$ cat src/rtl/qbm_pkg.sv
// Shared types, codes and version tables for the QR byte-mode codeword builder.
`timescale 1ns / 1ps
package qbm_pkg;

   localparam int unsigned VER_LIMIT       = 40;
   localparam int unsigned MAX_VERSION_DEF = 40;
   localparam int unsigned QUEUE_DEPTH     = 2;
   localparam int unsigned VER_W           = 6;
   localparam int unsigned LEN_W           = 12;
   localparam int unsigned CW_W            = 8;
   localparam int unsigned ST_W            = 2;
   localparam int unsigned MODE_W          = 2;
   localparam int unsigned VIDX_W          = $clog2(VER_LIMIT);

   localparam logic [MODE_W-1:0] MODE_START = 2'd0;
   localparam logic [MODE_W-1:0] MODE_BYTE  = 2'd1;
   localparam logic [MODE_W-1:0] MODE_PULL  = 2'd2;

   localparam logic [ST_W-1:0] ST_OK        = 2'd0;
   localparam logic [ST_W-1:0] ST_TOO_LARGE = 2'd1;
   localparam logic [ST_W-1:0] ST_SEQUENCE  = 2'd2;

   localparam logic [3:0]      MODE_NIBBLE = 4'b0100;
   localparam logic [CW_W-1:0] PAD_A       = 8'd236;
   localparam logic [CW_W-1:0] PAD_B       = 8'd17;
   localparam logic [VER_W-1:0] LONG_COUNT_VER = 6'd10;

   localparam logic [LEN_W-1:0] CAP_BYTES [VER_LIMIT] = '{
      12'd17,   12'd32,   12'd53,   12'd78,   12'd106,  12'd134,  12'd154,  12'd192,
      12'd230,  12'd271,  12'd321,  12'd367,  12'd425,  12'd458,  12'd520,  12'd586,
      12'd644,  12'd718,  12'd792,  12'd858,  12'd929,  12'd1003, 12'd1091, 12'd1171,
      12'd1273, 12'd1367, 12'd1465, 12'd1528, 12'd1628, 12'd1732, 12'd1840, 12'd1952,
      12'd2068, 12'd2188, 12'd2303, 12'd2431, 12'd2563, 12'd2699, 12'd2809, 12'd2953
   };

   localparam logic [LEN_W-1:0] DATA_CW [VER_LIMIT] = '{
      12'd19,   12'd34,   12'd55,   12'd80,   12'd108,  12'd136,  12'd156,  12'd194,
      12'd232,  12'd274,  12'd324,  12'd370,  12'd428,  12'd461,  12'd523,  12'd589,
      12'd647,  12'd721,  12'd795,  12'd861,  12'd932,  12'd1006, 12'd1094, 12'd1174,
      12'd1276, 12'd1370, 12'd1468, 12'd1531, 12'd1631, 12'd1735, 12'd1843, 12'd1955,
      12'd2071, 12'd2191, 12'd2306, 12'd2434, 12'd2566, 12'd2702, 12'd2812, 12'd2956
   };

   // One queued command: one or two output transfers.
   typedef struct packed {
      logic [CW_W-1:0]  cw0;
      logic [CW_W-1:0]  cw1;
      logic             two;
      logic             last;
      logic [VER_W-1:0] version;
      logic [ST_W-1:0]  status;
   } cmd_type;

endpackage

$ cat src/rtl/qr_byte_mode_data_codewords.sv
// Top level of the QR byte-mode data codeword builder, correction level L.
// Each accepted item's result is registered in the command queue before it is offered.
// Throughput: one item per cycle while the command queue has room; a start with a 16-bit count
// field uses two output transfers, so the output port sets the rate for those items.
// Reset: synchronous, clears the symbol state and empties the command queue.
`timescale 1ns / 1ps
module qr_byte_mode_data_codewords #(
   parameter int unsigned MAX_VERSION = qbm_pkg::MAX_VERSION_DEF
) (
   input  logic                         clock,
   input  logic                         reset,
   input  logic                         req_valid,
   output logic                         req_stall,
   input  logic [qbm_pkg::MODE_W-1:0]   req_mode,
   input  logic [qbm_pkg::LEN_W-1:0]    req_msg_length,
   input  logic [qbm_pkg::CW_W-1:0]     req_data_byte,
   output logic                         rsp_valid,
   input  logic                         rsp_stall,
   output logic [qbm_pkg::CW_W-1:0]     rsp_codeword,
   output logic                         rsp_last_codeword,
   output logic [qbm_pkg::VER_W-1:0]    rsp_version,
   output logic [qbm_pkg::ST_W-1:0]     rsp_status
);
   import qbm_pkg::*;

   logic    q_full;
   logic    q_not_empty;
   logic    push;
   logic    pop;
   cmd_type push_cmd;
   cmd_type head;

   qbm_front #(
      .MAX_VERSION(MAX_VERSION)
   ) u_front (
      .clock         (clock),
      .reset         (reset),
      .req_valid     (req_valid),
      .req_stall     (req_stall),
      .req_mode      (req_mode),
      .req_msg_length(req_msg_length),
      .req_data_byte (req_data_byte),
      .q_full        (q_full),
      .push          (push),
      .push_cmd      (push_cmd)
   );

   qbm_queue #(
      .DEPTH(QUEUE_DEPTH)
   ) u_queue (
      .clock    (clock),
      .reset    (reset),
      .push     (push),
      .push_cmd (push_cmd),
      .pop      (pop),
      .full     (q_full),
      .not_empty(q_not_empty),
      .head     (head)
   );

   qbm_back u_back (
      .clock            (clock),
      .reset            (reset),
      .not_empty        (q_not_empty),
      .head             (head),
      .pop              (pop),
      .rsp_valid        (rsp_valid),
      .rsp_stall        (rsp_stall),
      .rsp_codeword     (rsp_codeword),
      .rsp_last_codeword(rsp_last_codeword),
      .rsp_version      (rsp_version),
      .rsp_status       (rsp_status)
   );

endmodule

$ cat src/rtl/qbm_front.sv
// Front end: classifies items, tracks the symbol state and builds output commands.
`timescale 1ns / 1ps
module qbm_front #(
   parameter int unsigned MAX_VERSION = qbm_pkg::MAX_VERSION_DEF
) (
   input  logic                         clock,
   input  logic                         reset,
   input  logic                         req_valid,
   output logic                         req_stall,
   input  logic [qbm_pkg::MODE_W-1:0]   req_mode,
   input  logic [qbm_pkg::LEN_W-1:0]    req_msg_length,
   input  logic [qbm_pkg::CW_W-1:0]     req_data_byte,
   input  logic                         q_full,
   output logic                         push,
   output qbm_pkg::cmd_type             push_cmd
);
   import qbm_pkg::*;

   typedef enum logic [1:0] {
      PH_IDLE,
      PH_DATA,
      PH_CLOSE,
      PH_PAD
   } phase_type;

   phase_type         phase_ff, phase_in;
   logic [VER_W-1:0]  ver_ff, ver_in;
   logic [LEN_W-1:0]  bytes_ff, bytes_in;
   logic [LEN_W-1:0]  cwl_ff, cwl_in;
   logic [3:0]        carry_ff, carry_in;
   logic              pad_ff, pad_in;

   logic              accept;
   logic [VER_W-1:0]  fit_ver;
   logic [VIDX_W-1:0] fit_idx;
   logic [LEN_W-1:0]  total_cw;
   logic [LEN_W-1:0]  cwl_dec;
   logic [LEN_W-1:0]  bytes_dec;
   logic              last_cw;

   assign req_stall = q_full;
   assign accept    = req_valid & ~q_full;

   always_comb begin
      fit_ver = '0;
      for (int i = int'(MAX_VERSION) - 1; i >= 0; i--) begin
         if (CAP_BYTES[i] >= req_msg_length) begin
            fit_ver = VER_W'(i + 1);
         end
      end
   end

   assign fit_idx   = VIDX_W'(fit_ver - 1'b1);
   assign total_cw  = DATA_CW[fit_idx];
   assign cwl_dec   = cwl_ff - 1'b1;
   assign bytes_dec = bytes_ff - 1'b1;
   assign last_cw   = (cwl_dec == '0);

   always_comb begin
      phase_in = phase_ff;
      ver_in   = ver_ff;
      bytes_in = bytes_ff;
      cwl_in   = cwl_ff;
      carry_in = carry_ff;
      pad_in   = pad_ff;
      push     = accept;
      push_cmd = '{cw0: '0, cw1: '0, two: 1'b0, last: 1'b0,
                   version: ver_ff, status: ST_SEQUENCE};
      priority if (req_mode == MODE_START) begin
         if (fit_ver == '0) begin
            phase_in = PH_IDLE;
            ver_in   = '0;
            bytes_in = '0;
            cwl_in   = '0;
            carry_in = '0;
            pad_in   = 1'b0;
            push_cmd.version = '0;
            push_cmd.status  = ST_TOO_LARGE;
         end else begin
            ver_in   = fit_ver;
            bytes_in = req_msg_length;
            pad_in   = 1'b0;
            carry_in = req_msg_length[3:0];
            phase_in = (req_msg_length != '0) ? PH_DATA : PH_CLOSE;
            push_cmd.version = fit_ver;
            push_cmd.status  = ST_OK;
            if (fit_ver < LONG_COUNT_VER) begin
               cwl_in       = total_cw - LEN_W'(1);
               push_cmd.cw0 = {MODE_NIBBLE, req_msg_length[7:4]};
            end else begin
               // 16-bit count of a 12-bit length: top nibble is zero
               cwl_in       = total_cw - LEN_W'(2);
               push_cmd.cw0 = {MODE_NIBBLE, 4'b0000};
               push_cmd.cw1 = req_msg_length[11:4];
               push_cmd.two = 1'b1;
            end
         end
      end else if (req_mode == MODE_BYTE && phase_ff == PH_DATA) begin
         push_cmd.cw0    = {carry_ff, req_data_byte[7:4]};
         push_cmd.last   = last_cw;
         push_cmd.status = ST_OK;
         carry_in = req_data_byte[3:0];
         cwl_in   = cwl_dec;
         bytes_in = bytes_dec;
         if (bytes_dec == '0) begin
            phase_in = PH_CLOSE;
         end
         if (last_cw) begin
            phase_in = PH_IDLE;
         end
      end else if (req_mode == MODE_PULL && (phase_ff == PH_CLOSE || phase_ff == PH_PAD)) begin
         push_cmd.last   = last_cw;
         push_cmd.status = ST_OK;
         cwl_in = cwl_dec;
         if (phase_ff == PH_CLOSE) begin
            push_cmd.cw0 = {carry_ff, 4'b0000};
            carry_in     = '0;
            phase_in     = PH_PAD;
         end else begin
            push_cmd.cw0 = pad_ff ? PAD_B : PAD_A;
            pad_in       = ~pad_ff;
         end
         if (last_cw) begin
            phase_in = PH_IDLE;
         end
      end else begin
         // out of sequence: state holds
      end
   end

   always_ff @(posedge clock) begin
      if (reset) begin
         phase_ff <= PH_IDLE;
         ver_ff   <= '0;
         bytes_ff <= '0;
         cwl_ff   <= '0;
         carry_ff <= '0;
         pad_ff   <= 1'b0;
      end else if (accept) begin
         phase_ff <= phase_in;
         ver_ff   <= ver_in;
         bytes_ff <= bytes_in;
         cwl_ff   <= cwl_in;
         carry_ff <= carry_in;
         pad_ff   <= pad_in;
      end
   end

endmodule

$ cat src/rtl/qbm_queue.sv
// Short command queue between front and back ends.
`timescale 1ns / 1ps
module qbm_queue #(
   parameter int unsigned DEPTH = qbm_pkg::QUEUE_DEPTH
) (
   input  logic             clock,
   input  logic             reset,
   input  logic             push,
   input  qbm_pkg::cmd_type push_cmd,
   input  logic             pop,
   output logic             full,
   output logic             not_empty,
   output qbm_pkg::cmd_type head
);
   import qbm_pkg::*;

   localparam int unsigned PTR_W = (DEPTH > 1) ? $clog2(DEPTH) : 1;
   localparam int unsigned CNT_W = $clog2(DEPTH + 1);

   cmd_type          entry_ff [DEPTH];
   logic [PTR_W-1:0] wr_ff, wr_in;
   logic [PTR_W-1:0] rd_ff, rd_in;
   logic [CNT_W-1:0] cnt_ff, cnt_in;

   assign full      = (cnt_ff == CNT_W'(DEPTH));
   assign not_empty = (cnt_ff != '0);
   assign head      = entry_ff[rd_ff];

   always_comb begin
      wr_in  = wr_ff;
      rd_in  = rd_ff;
      cnt_in = cnt_ff;
      if (push) begin
         wr_in = (wr_ff == PTR_W'(DEPTH - 1)) ? '0 : wr_ff + 1'b1;
      end
      if (pop) begin
         rd_in = (rd_ff == PTR_W'(DEPTH - 1)) ? '0 : rd_ff + 1'b1;
      end
      if (push && !pop) begin
         cnt_in = cnt_ff + 1'b1;
      end else if (pop && !push) begin
         cnt_in = cnt_ff - 1'b1;
      end
   end

   always_ff @(posedge clock) begin
      if (push) begin
         entry_ff[wr_ff] <= push_cmd;
      end
   end

   always_ff @(posedge clock) begin
      if (reset) begin
         wr_ff  <= '0;
         rd_ff  <= '0;
         cnt_ff <= '0;
      end else begin
         wr_ff  <= wr_in;
         rd_ff  <= rd_in;
         cnt_ff <= cnt_in;
      end
   end

endmodule

$ cat src/rtl/qbm_back.sv
// Back end: expands queued commands into one or two output transfers.
`timescale 1ns / 1ps
module qbm_back (
   input  logic                         clock,
   input  logic                         reset,
   input  logic                         not_empty,
   input  qbm_pkg::cmd_type             head,
   output logic                         pop,
   output logic                         rsp_valid,
   input  logic                         rsp_stall,
   output logic [qbm_pkg::CW_W-1:0]     rsp_codeword,
   output logic                         rsp_last_codeword,
   output logic [qbm_pkg::VER_W-1:0]    rsp_version,
   output logic [qbm_pkg::ST_W-1:0]     rsp_status
);
   import qbm_pkg::*;

   logic second_ff, second_in;
   logic xfer;

   assign rsp_valid         = not_empty;
   assign xfer              = not_empty & ~rsp_stall;
   assign pop               = xfer & (~head.two | second_ff);
   assign rsp_codeword      = second_ff ? head.cw1 : head.cw0;
   assign rsp_last_codeword = head.last;
   assign rsp_version       = head.version;
   assign rsp_status        = head.status;

   always_comb begin
      second_in = second_ff;
      if (xfer) begin
         second_in = head.two & ~second_ff;
      end
   end

   always_ff @(posedge clock) begin
      if (reset) begin
         second_ff <= 1'b0;
      end else begin
         second_ff <= second_in;
      end
   end

endmodule
$ cat config.mk
export PLATFORM = sky130hd
export DESIGN_NAME = qr_byte_mode_data_codewords
export DESIGN_NICKNAME = d
export VERILOG_FILES = /design/src/rtl/qbm_pkg.sv /design/src/rtl/qr_byte_mode_data_codewords.sv /design/src/rtl/qbm_front.sv /design/src/rtl/qbm_queue.sv /design/src/rtl/qbm_back.sv
export SDC_FILE = /design/constraint.sdc
export NUM_CORES = 1
export LEC_CHECK = 0
export ABC_AREA = 1
export BUFFER_PORTS_ARGS = -buffer_cell sky130_fd_sc_hd__buf_2
export CAP_MARGIN = 20
export CORE_ASPECT_RATIO = 1.2
export CORE_UTILIZATION = 50
export CTS_CLUSTER_SIZE = 24
export DETAILED_ROUTE_END_ITERATION = 6
export PLACE_DENSITY = 0.68
export SLEW_MARGIN = 20
export SYNTH_ARGS = -nofsm -noshare
export SYNTH_HDL_FRONTEND = slang
export SYNTH_SLANG_ARGS = --single-unit
$ cat constraint.sdc
create_clock -name clock -period 18.06 [get_ports clock]
set_input_delay 3.612 -clock clock [delete_from_list [all_inputs] [get_ports clock]]
set_output_delay 3.612 -clock clock [all_outputs]
set_load 0.02 [all_outputs]
# Word-level counts from Yosys, hierarchy flattened
# Memory sizes are Yosys's and may differ from the RTL's. A register that Yosys moved wholly into a read port is not among the register bits.
# Index checks and enable logic that the tools add are counted.
# totals
wordCells	203
ff_bits	42
rom_bits	768
out_inout_bits	19
mem_bits_rw	52
latchBits	0
memories	2
in_bits	26
# op_classes
shifts	0
n_bitwise	11
n_lt_le_gt_ge	42
n_eq_ne	9
div	0
mux	95
n_reduce_logical	25
addsub	9
mul	0
# memory_table
name	depth	word_bits	read_ports	rd_ports_with_merged_regs	wr	line	text
(no name shown)	64	12	1	0	0	qbm_front.sv:54	assign total_cw = DATA_CW[fit_idx];
u_queue.entry_ff	2	26	1	1	1	qbm_queue.sv:20	cmd_type entry_ff [DEPTH];
# ops
operator	n
6-bit 2-to-1 mux	42
11-bit by 12-bit >= comparator with 1-bit output, first input constant	10
12-bit 2-to-1 mux	10
10-bit by 12-bit >= comparator with 1-bit output, first input constant	8
12-bit >= comparator, first input constant	8
9-bit by 12-bit >= comparator with 1-bit output, first input constant	5
8-bit 2-to-1 mux	7
8-bit by 12-bit >= comparator with 1-bit output, first input constant	4
12-bit by 1-bit subtractor with 12-bit output, second input constant	3
2-bit 2-to-1 mux	14
6-bit by 12-bit >= comparator with 1-bit output, first input constant	2
7-bit by 12-bit >= comparator with 1-bit output, first input constant	2
12-bit zero test	2
4-bit 2-to-1 mux	6
9-bit 2-to-1 mux	2
17-bit 2-to-1 mux	1
1-bit 2-to-1 mux	13
5-bit by 12-bit >= comparator with 1-bit output, first input constant	1
12-bit nonzero test	1
12-bit by 2-bit subtractor with 12-bit output, second input constant	1
2-bit == test, second input constant	4
4-bit AND reduction	2
2-bit nonzero test	4
7-bit >= comparator, second input constant	1
21 further kinds	38

# Longest topological paths before layout
# Gate-level depths: netlist of the first run.
# depth
word_depth	50
ltp_mapped	66
ltp_nobuf	65

# Hierarchy
# Synthesis of the first run repeated with hierarchy kept, for this count alone.
# unflattened
hier_cells	992
hier_area_um2	7039.3
# by_module_without_submodules
module	instances	seq_area_each_um2	area_each_um2	cells_each
qbm_front	1	740.7	4588.2	832
qbm_queue	1	1661.6	2207.1	114
qbm_back	1	20.0	244.0	46

# Worst setup path before layout of the first run
# No wires, ideal clock.
# synth_path
path_type	input port to flip-flop
startpoint	in req_msg_length[9] (netlist name)
endpoint	reg u_front.cwl_ff[5]
stages	58
slack_ns	9.779
path_buffers	2
setup_time_ns	0.070
t_required_ns	17.990
arrival_ns	8.211
cell_sequence	buf_2 > nand2_1 > nor2_1 > nand2_2 > nand2_2 > nand2_1 > nand2_1 > nand2_1 > nand2_1 > nand2_1 > nand2_1 > nand2_1 > nand2_1 > nand2_1 > nand2_1 > nand2_1 > nand2_1 > nand2_1 > (+22 left out) > nand2_2 > nand2_4 > nand2_2 > inv_1 > ha_1 > or2_2 > nand2_1 > clkbuf_1 > ha_1 > or2_2 > nand2_1 > nor2_4 > ha_1 > nand2_1 > nor2_1 > xor2_1 > nand2_1 > a21oi_1
# synth_via
elab_chain_len	50
elab_cells_between_ends	92
cone_classes	add/sub: 3; order compare: 41; mux: 45; bitwise: 1; reduce/logical: 1; memory: 1
# synth_lines
item	line	text
start, declared	qr_byte_mode_data_codewords.sv:15	input logic [qbm_pkg::LEN_W-1:0] req_msg_length,
12-bit >= comparator	qbm_front.sv:47	if (CAP_BYTES[i] >= req_msg_length) begin
6-bit 2-to-1 mux (39 in series)	qbm_front.sv:47	
6-bit 2-to-1 mux (*)	qbm_front.sv:47	
6-bit by 1-bit subtractor with 6-bit output	qbm_front.sv:53	assign fit_idx = VIDX_W'(fit_ver - 1'b1);
6-bit inverter with 7-bit output (not written as such)	qbm_front.sv:54	
memory read 64 x 12 bit	-	
12-bit 2-to-1 mux (not written as such) (2 in series)	qbm_front.sv:54	
12-bit by 2-bit subtractor with 12-bit output or 12-bit by 1-bit subtractor with 12-bit output (tied branches)	qbm_front.sv:92, qbm_front.sv:88	
12-bit 2-to-1 mux	qbm_front.sv:87	if (fit_ver < LONG_COUNT_VER) begin
12-bit 2-to-1 mux (*)	qbm_front.sv:70	if (fit_ver == '0) begin
12-bit 2-to-1 mux (*)	qbm_front.sv:69	priority if (req_mode == MODE_START) begin
end signal, assigned	qbm_front.sv:143	cwl_ff <= cwl_in;
end, declared	qbm_front.sv:29	logic [LEN_W-1:0] cwl_ff, cwl_in;
# Every way passes the cells marked *; elsewhere a longest branch is shown, timed or not. The select of a mux whose other input is x is not followed.
# A chain may end at the register's enable or synchronous reset.

# Worst setup path in the final report of the first run
# layout_path
startpoint	in req_msg_length[7] (netlist name)
endpoint	reg u_front.cwl_ff[5]
# The elaborated chain is that of the path after synthesis.

==> metrics.yaml, run 1 <==
status: "completed"
ctsHoldBuffers: 0
ys_types: 45
synthFlopType: "edfxtp_1"
dr.pass1.iters: 5
layout_setup_ws_ps: 8630
end_kind: "flip-flop"
synth_area_um2: 6630
grt-ovfl-total: 0
critPathMaxFanout: 18
crit_required_ps: 18340
synth_simple_gate_area_share_pct: 30.6
report.final.slew_viol_count: 0
syn_avg_cell_area_um2: 6.78
dp_hpwl_mm: 14.1
hold_viol: 0
ys_async_sr_fraction_pct: 0
syn2layout_area_growth_pct: 10.2
insertion_delay_ps: 340
ant_nets: 0
clockBufferDepth: 2
rsz0062_at_grt: "false"
cts_buffers: 9
dpl_worst_slack_ps: 8320
crit_type: "in -> reg"
portBuffers: 44
diodes: 0
worstMarginPinSlew_ps: 983
io_pins: 45
drt_drc_violations_left: 0
tns_ps: 0
hold_class: "reg -> reg"
cts.sinks: 95
post-cts-setup-buffers: 0
slowest_stage: "a31oi_1"
fin_area_um2: 7300
synth_compound_area_share_pct: 19.0
clkTransAtPathRegs_ps: 70
setup_viol_count_final: 0
ctsRootBufferMaster: "clkbuf_16"
dp.cells: 1164
die_h_um: 128
synth-xor-area-share_pct: 2.51
drtIter0Drc: 331
grt_pass1_vias: 6148
vias_per_cell: 5.59
tritoncts: "yes"
crit_arrival_ps: 9700
initial_core_util_pct: 51.8
htreeDepth: 3
routed_wl_mm: 18.6
slew_headroom_pct: 34.1
antenna_found_initial: 0
p_leak_nw: 3.28
synth_nets: 1017
synth_top_family_by_area: "simple AND/OR/NAND/NOR gates"
grt_max_degree: 35
layout.nets: 1051
finClkSkew_ps: 4.88
yosys_warnings: 0
fin_crit_sh_pct: 52.2
path_common_cell: "nand2_1"
synthAdderAreaFrac_pct: 2.64
synthMuxAreaShare_pct: 0
syn_inst: 977
drive_above_1_share_pct: 10.7
ys_seq_elements: 95
hold_slack_ps: 462
die_x_um: 107
ys_seq_area_share_pct: 36.6
fillCellCount: 1273
cp-start-kind: "primary input"
cts_resized: 0
dieArea_um2: 13700
coreArea_um2: 12800
post-route-min-period_ps: 9430
avgRoutedWirePerCell_um: 15.8
maxCapViolations: 0
vias: 6597
fmax_mhz: 106
place_congestion: 1.03
synth-edff-count: 52
p_per_area_nw_per_um2: 111
grt_pass1_wl_mm: 30.1
rows: 45
cpPeakStageDelay_ps: 730
ir_drop_mv: 0.0870
grt_usage_pct: 28.0
placed_area_um2: 6980
final_cells: 1180
-- through the flow --
step                      total power (W)  utilization (%)
after floorplan                  0.000520                -
after global placement           0.000606             54.6
after detailed placement         0.000605             54.6
after CTS                        0.000809             57.1
after global routing             0.000861             57.1
final                            0.000808             57.1
-- state kept, by name, indices dropped and copies added, names as in the netlist, named ones only --
signal / flops
u_front.pad_ff: 1
u_front.bytes_ff: 12
u_front.cwl_ff: 12
u_front.ver_ff: 6
u_front.phase_ff: 2
u_queue.cnt_ff: 2
u_front.carry_ff: 4
u_queue.entry_ff: 52
u_queue.rd_ff: 1
u_queue.wr_ff: 1
u_back.second_ff: 1
-- layer usage --
layer | vias up | track usage (%) | share of wire, %
li1 | 3337 | - | -
met1 | 2966 | 35.1 | 44
met2 | 236 | 46.2 | 46
met3 | 58 | 3.76 | 5.6
met4 | 0 | 15.6 | 4.6
met5 | - | 0 | 0
-- synthesized netlist by cell type, drive strengths merged (4+ instances only) --
cell type	count	area share, %
a31oi	19	1.8
inv	118	6.7
or2	7	0.66
nor4	6	0.57
o22ai	8	0.76
ha	14	2.6
nand3b	4	0.45
buf	11	1.0
o21ai	99	7.5
nor2	127	7.7
nor3	14	1.1
a221oi	8	1.1
clkbuf	16	0.91
edfxtp	52	24
a21oi	68	5.3
xor2	14	1.9
o211ai	10	1.1
nand2	261	15
dfxtp	43	13
nand4	7	0.66
xnor2	5	0.66
nand3	51	4.0
-- area by class of cell --
| cell class | count | area (µm²) | share of cell area, % |
|---|---|---|---|
| Timing Repair Buffer | 50 | 265 | 3.63 |
| Tap cell | 164 | 205 | 2.81 |
| Clock inverter | 6 | 93.8 | 1.29 |
| Sequential cell | 95 | 2420 | 33.2 |
| Inverter | 120 | 450 | 6.17 |
| Clock buffer | 10 | 229 | 3.14 |
| Multi-Input combinational cell | 735 | 3640 | 49.8 |
-- report_power, final --
group / leakage, nW / switching, W / internal [W]
Combinational: 2.28 / 0.000226 / 0.000102
Sequential: 0.850 / 0.0000138 / 0.000263
Clock: 0.153 / 0.0000816 / 0.000122
-- critical path: cells and delay by family --
family	cells	cell delay, ps
xor gates and xnor gates	1	170
buffers and inverters	4	780
and+or+nand+nor	41	3450
AOI/OAI and AO/OA	5	1290
adders and majority gates	2	410
-- worst paths after layout --
path                startpoint                  end  slack (ps)  cells past startpoint
max          req_msg_length[7]    u_front.cwl_ff[5]        8630                     53
min              u_queue.rd_ff            flip-flop         460                      1
max reg2reg  u_front.cwl_ff[0]  u_front.phase_ff[1]       14700                     15
min reg2reg      u_queue.rd_ff            flip-flop         460                      1
-- cell usage in the layout (no fill, tap or decap), drive strengths merged, types with 2 or more instances in the layout --
cell    count
nor4        6
nor3       14
o32ai       2
xor2       14
o22ai       8
nor2      127
inv       119
nand3b      4
clkinv      4
a31oi      19
bufinv      2
nand3      51
xnor2       5
nand4       7
a211oi      2
or3         2
clkbuf     10
o211ai     10
a221oi      8
buf        50
o21ai      99
o31ai       2
a21oi      68
dfxtp      43
or2         7
ha         14
nand2     261
edfxtp     52
-- kinds of logic after synthesis --
| family | count (synthesis) |
|---|---|
| flops | 95 |
| fa+ha+maj | 14 |
| compound gates | 223 |
| buf+inv | 147 |
| simple gates | 479 |
| xor+xnor | 19 |
No activity file was read; power rests on OpenSTA's default activity.
==> run 2, diff against run 1 <==
--- a/config.mk
+++ b/config.mk
@@ -5,7 +5,7 @@
 export SDC_FILE = /design/constraint.sdc
 export NUM_CORES = 1
 export LEC_CHECK = 0
-export ABC_AREA = 1
+export ABC_AREA = 0
 export BUFFER_PORTS_ARGS = -buffer_cell sky130_fd_sc_hd__buf_2
 export CAP_MARGIN = 20
 export CORE_ASPECT_RATIO = 1.2
==> constraint.sdc (replaced) <==
create_clock -name clock -period 9 [get_ports clock]
set_input_delay 1.8 -clock clock [delete_from_list [all_inputs] [get_ports clock]]
set_output_delay 1.8 -clock clock [all_outputs]
set_load 0.02 [all_outputs]
==> metrics.yaml, run 2 <==
status: "completed"
vias: 7409
layout.nets: 931
grt_pass1_wl_mm: 36.9
most-common-layout-cells: "nor2_1, nand2_1, a21oi_1"
ys_async_sr_fraction_pct: 0
portBuffers: 44
avgRoutedWirePerCell_um: 21.5
tritoncts: "yes"
post-cts-setup-buffers: 0
wl_met1_mm: 9.47
reg2reg_to: "u_front.cwl_ff[8]"
critPathMaxFanout: 25
die_x_um: 112
place_congestion: 0.944
top_register: "u_queue.entry_ff"
slew_headroom_pct: 27.5
fin_crit_sh_pct: 85.9
post-route-min-period_ps: 7730
p_per_area_nw_per_um2: 207
grt_usage_pct: 30.8
ctsRootBufferMaster: "clkbuf_16"
drt_drc_violations_left: 0
hold_viol: 0
tns_ps: 0
synthAdderAreaFrac_pct: 2.53
syn2layout_area_growth_pct: 7.65
hold_class: "reg -> reg"
r2r_cells: 7
synthTopCellsByCount: "nor2_1, nand2_1, a21oi_1, o21ai_0, edfxtp_1"
rsz0062_at_grt: "false"
met2_length_mm: 11.2
routed_wl_mm: 23.1
die_h_um: 134
ctsHoldBuffers: 0
clkTransAtPathRegs_ps: 60
antenna_found_initial: 1
holdPathStages: 2
hold_slack_ps: 496
post-synth-top-count-cell: "nor2_1"
io_pins: 45
synth-xor-area-share_pct: 2.52
vias_per_cell: 6.91
yosys_warnings: 0
grt_max_degree: 46
crit_arrival_ps: 7990
dp_hpwl_mm: 16.8
htreeDepth: 3
r2r_start: "u_front.phase_ff[0]"
min_from: "u_front.ver_ff[1]"
report.final.slew_viol_count: 0
crit_required_ps: 9260
min_to: "u_front.ver_ff[1]"
ys_seq_area_share_pct: 33.1
r2r_slack_ps: 6020
fmax_mhz: 129
largest_reg_flops: 52
synth_simple_gate_area_share_pct: 22.6
dieArea_um2: 15100
setup_viol_count_final: 0
crit_type: "in -> reg"
routed.top_layer: "met4"
syn_inst: 889
dp.cells: 1055
coreArea_um2: 14400
drive_above_1_share_pct: 12.8
dr.pass1.iters: 6
synth_nets: 929
cts_resized: 0
cts_buffers: 9
final_cells: 1072
ys_types: 85
insertion_delay_ps: 340
synth-edff-count: 52
rows: 48
ys_seq_elements: 95
maxCapViolations: 0
p_leak_nw: 2.78
cts.sinks: 95
clockBufferDepth: 2
synth_compound_area_share_pct: 30.0
yosysTopAreaCellShare_pct: 21.4
fillCellCount: 1338
synth_area_um2: 7310
synthFlopType: "edfxtp_1"
cp-start-kind: "primary input"
synthMuxAreaShare_pct: 4.40
grt_pass1_vias: 6942
finClkSkew_ps: 5.84
syn_avg_cell_area_um2: 8.22
initial_core_util_pct: 50.9
wl_met3_mm: 1.47
layout_commonest_cell: "nor2_1"
ant_nets: 0
yosys.area.top_type: "edfxtp_1"
ir_drop_mv: 0.0934
grt-ovfl-total: 0
end_kind: "flip-flop"
reg_top3: "u_queue.entry_ff x52, u_front.bytes_ff x12, u_front.cwl_ff x12"
synth_top_family_by_area: "compound AO/OA/AOI/OAI gates"
ys_top_cells_by_area: "edfxtp_1, dfxtp_1, nor2_1"
drtIter0Drc: 714
worstMarginPinSlew_ps: 1080
-- run 2: cell types whose count changed in the layout (fill, tap and decap cells not counted), sizes merged, moves of 24 or more --
| cell | before | now |
|---|---|---|
| nand2 | 261 | 69 |
| inv | 119 | 22 |
| a211oi | 2 | 26 |
| nor3 | 14 | 51 |
| nor2 | 127 | 101 |
| o21ai | 99 | 63 |
-- run 2: cells by family after synthesis --
group | Yosys count
AOI/OAI and AO/OA | 312
xor gates and xnor gates | 21
adders and majority gates | 15
buffers and inverters | 86
DFF | 95
muxes | 21
and+or+nand+nor | 339
-- run 2: per-layer routing --
| metal | track usage (%) | vias to the layer above |
|---|---|---|
| li1 | - | 3436 |
| met1 | 38.7 | 3491 |
| met2 | 53.5 | 398 |
| met3 | 3.46 | 84 |
| met4 | 13.8 | 0 |
| met5 | 0 | - |
-- run 2: worst max path at each step --
| stage | cells after the start | startpoint | end | slack [ps] |
|---|---|---|---|---|
| floorplan | 26 | req_msg_length[5] | u_front.cwl_ff[9] | 2010 |
| global placement | 23 | req_msg_length[7] | u_front.cwl_ff[9] | 1330 |
| detailed placement | 23 | req_msg_length[7] | u_front.cwl_ff[9] | 1120 |
| CTS | 23 | req_msg_length[7] | u_front.cwl_ff[9] | 1450 |
| global route | 23 | req_msg_length[7] | u_front.cwl_ff[9] | 830 |
| finish | 23 | req_msg_length[7] | u_front.cwl_ff[9] | 1270 |
-- run 2: worst max-delay path, cell delays in order --
cell and delay [ps]:
buf_2 410, nor2_1 200, a211oi_1 560, nor2_1 260, nand4b_1 260, a221oi_1 630, nor3_2 190, nor2_1 180
ha_1 330, inv_1 150, nor2_1 130, a31oi_1 110, a211oi_2 450, o21a_1 390, o21ai_0 180, a2111oi_0 380
a211oi_1 140, nand2_1 130, ha_1 160, and3_1 240, nand2b_1 110, or4b_1 470, o211ai_1 90
-- run 2: report_power, final --
part           switching, W  leakage, nW  internal, W
logic              0.000442         1.79     0.000246
clock network      0.000161        0.143     0.000217
registers         0.0000347        0.851     0.000527
total              0.000637         2.78     0.000990
-- run 2: metrics by stage --
step,power (W),worst slack [ps],utilization [%],cell area (µm²)
4_1_cts,0.00163,1450,54.8,7870
3_3_place_gp,0.00124,1330,52.7,7570
3_5_place_dp,0.00125,1120,52.7,7570
2_1_floorplan,0.00107,2010,-,7310
6_report,0.00163,1270,54.8,7870
5_1_grt,0.00172,828,54.8,7870
-- run 2: final cells by class --
class	instances	area (µm²)	area share [%]
antenna	1	2.50	0.0318
clock buffer	10	229	2.91
clock inverter	6	68.8	0.874
inverter	22	82.6	1.05
multi-input combinational	708	4540	57.7
sequential	95	2420	30.8
tap	175	219	2.78
timing repair buffer	55	303	3.85
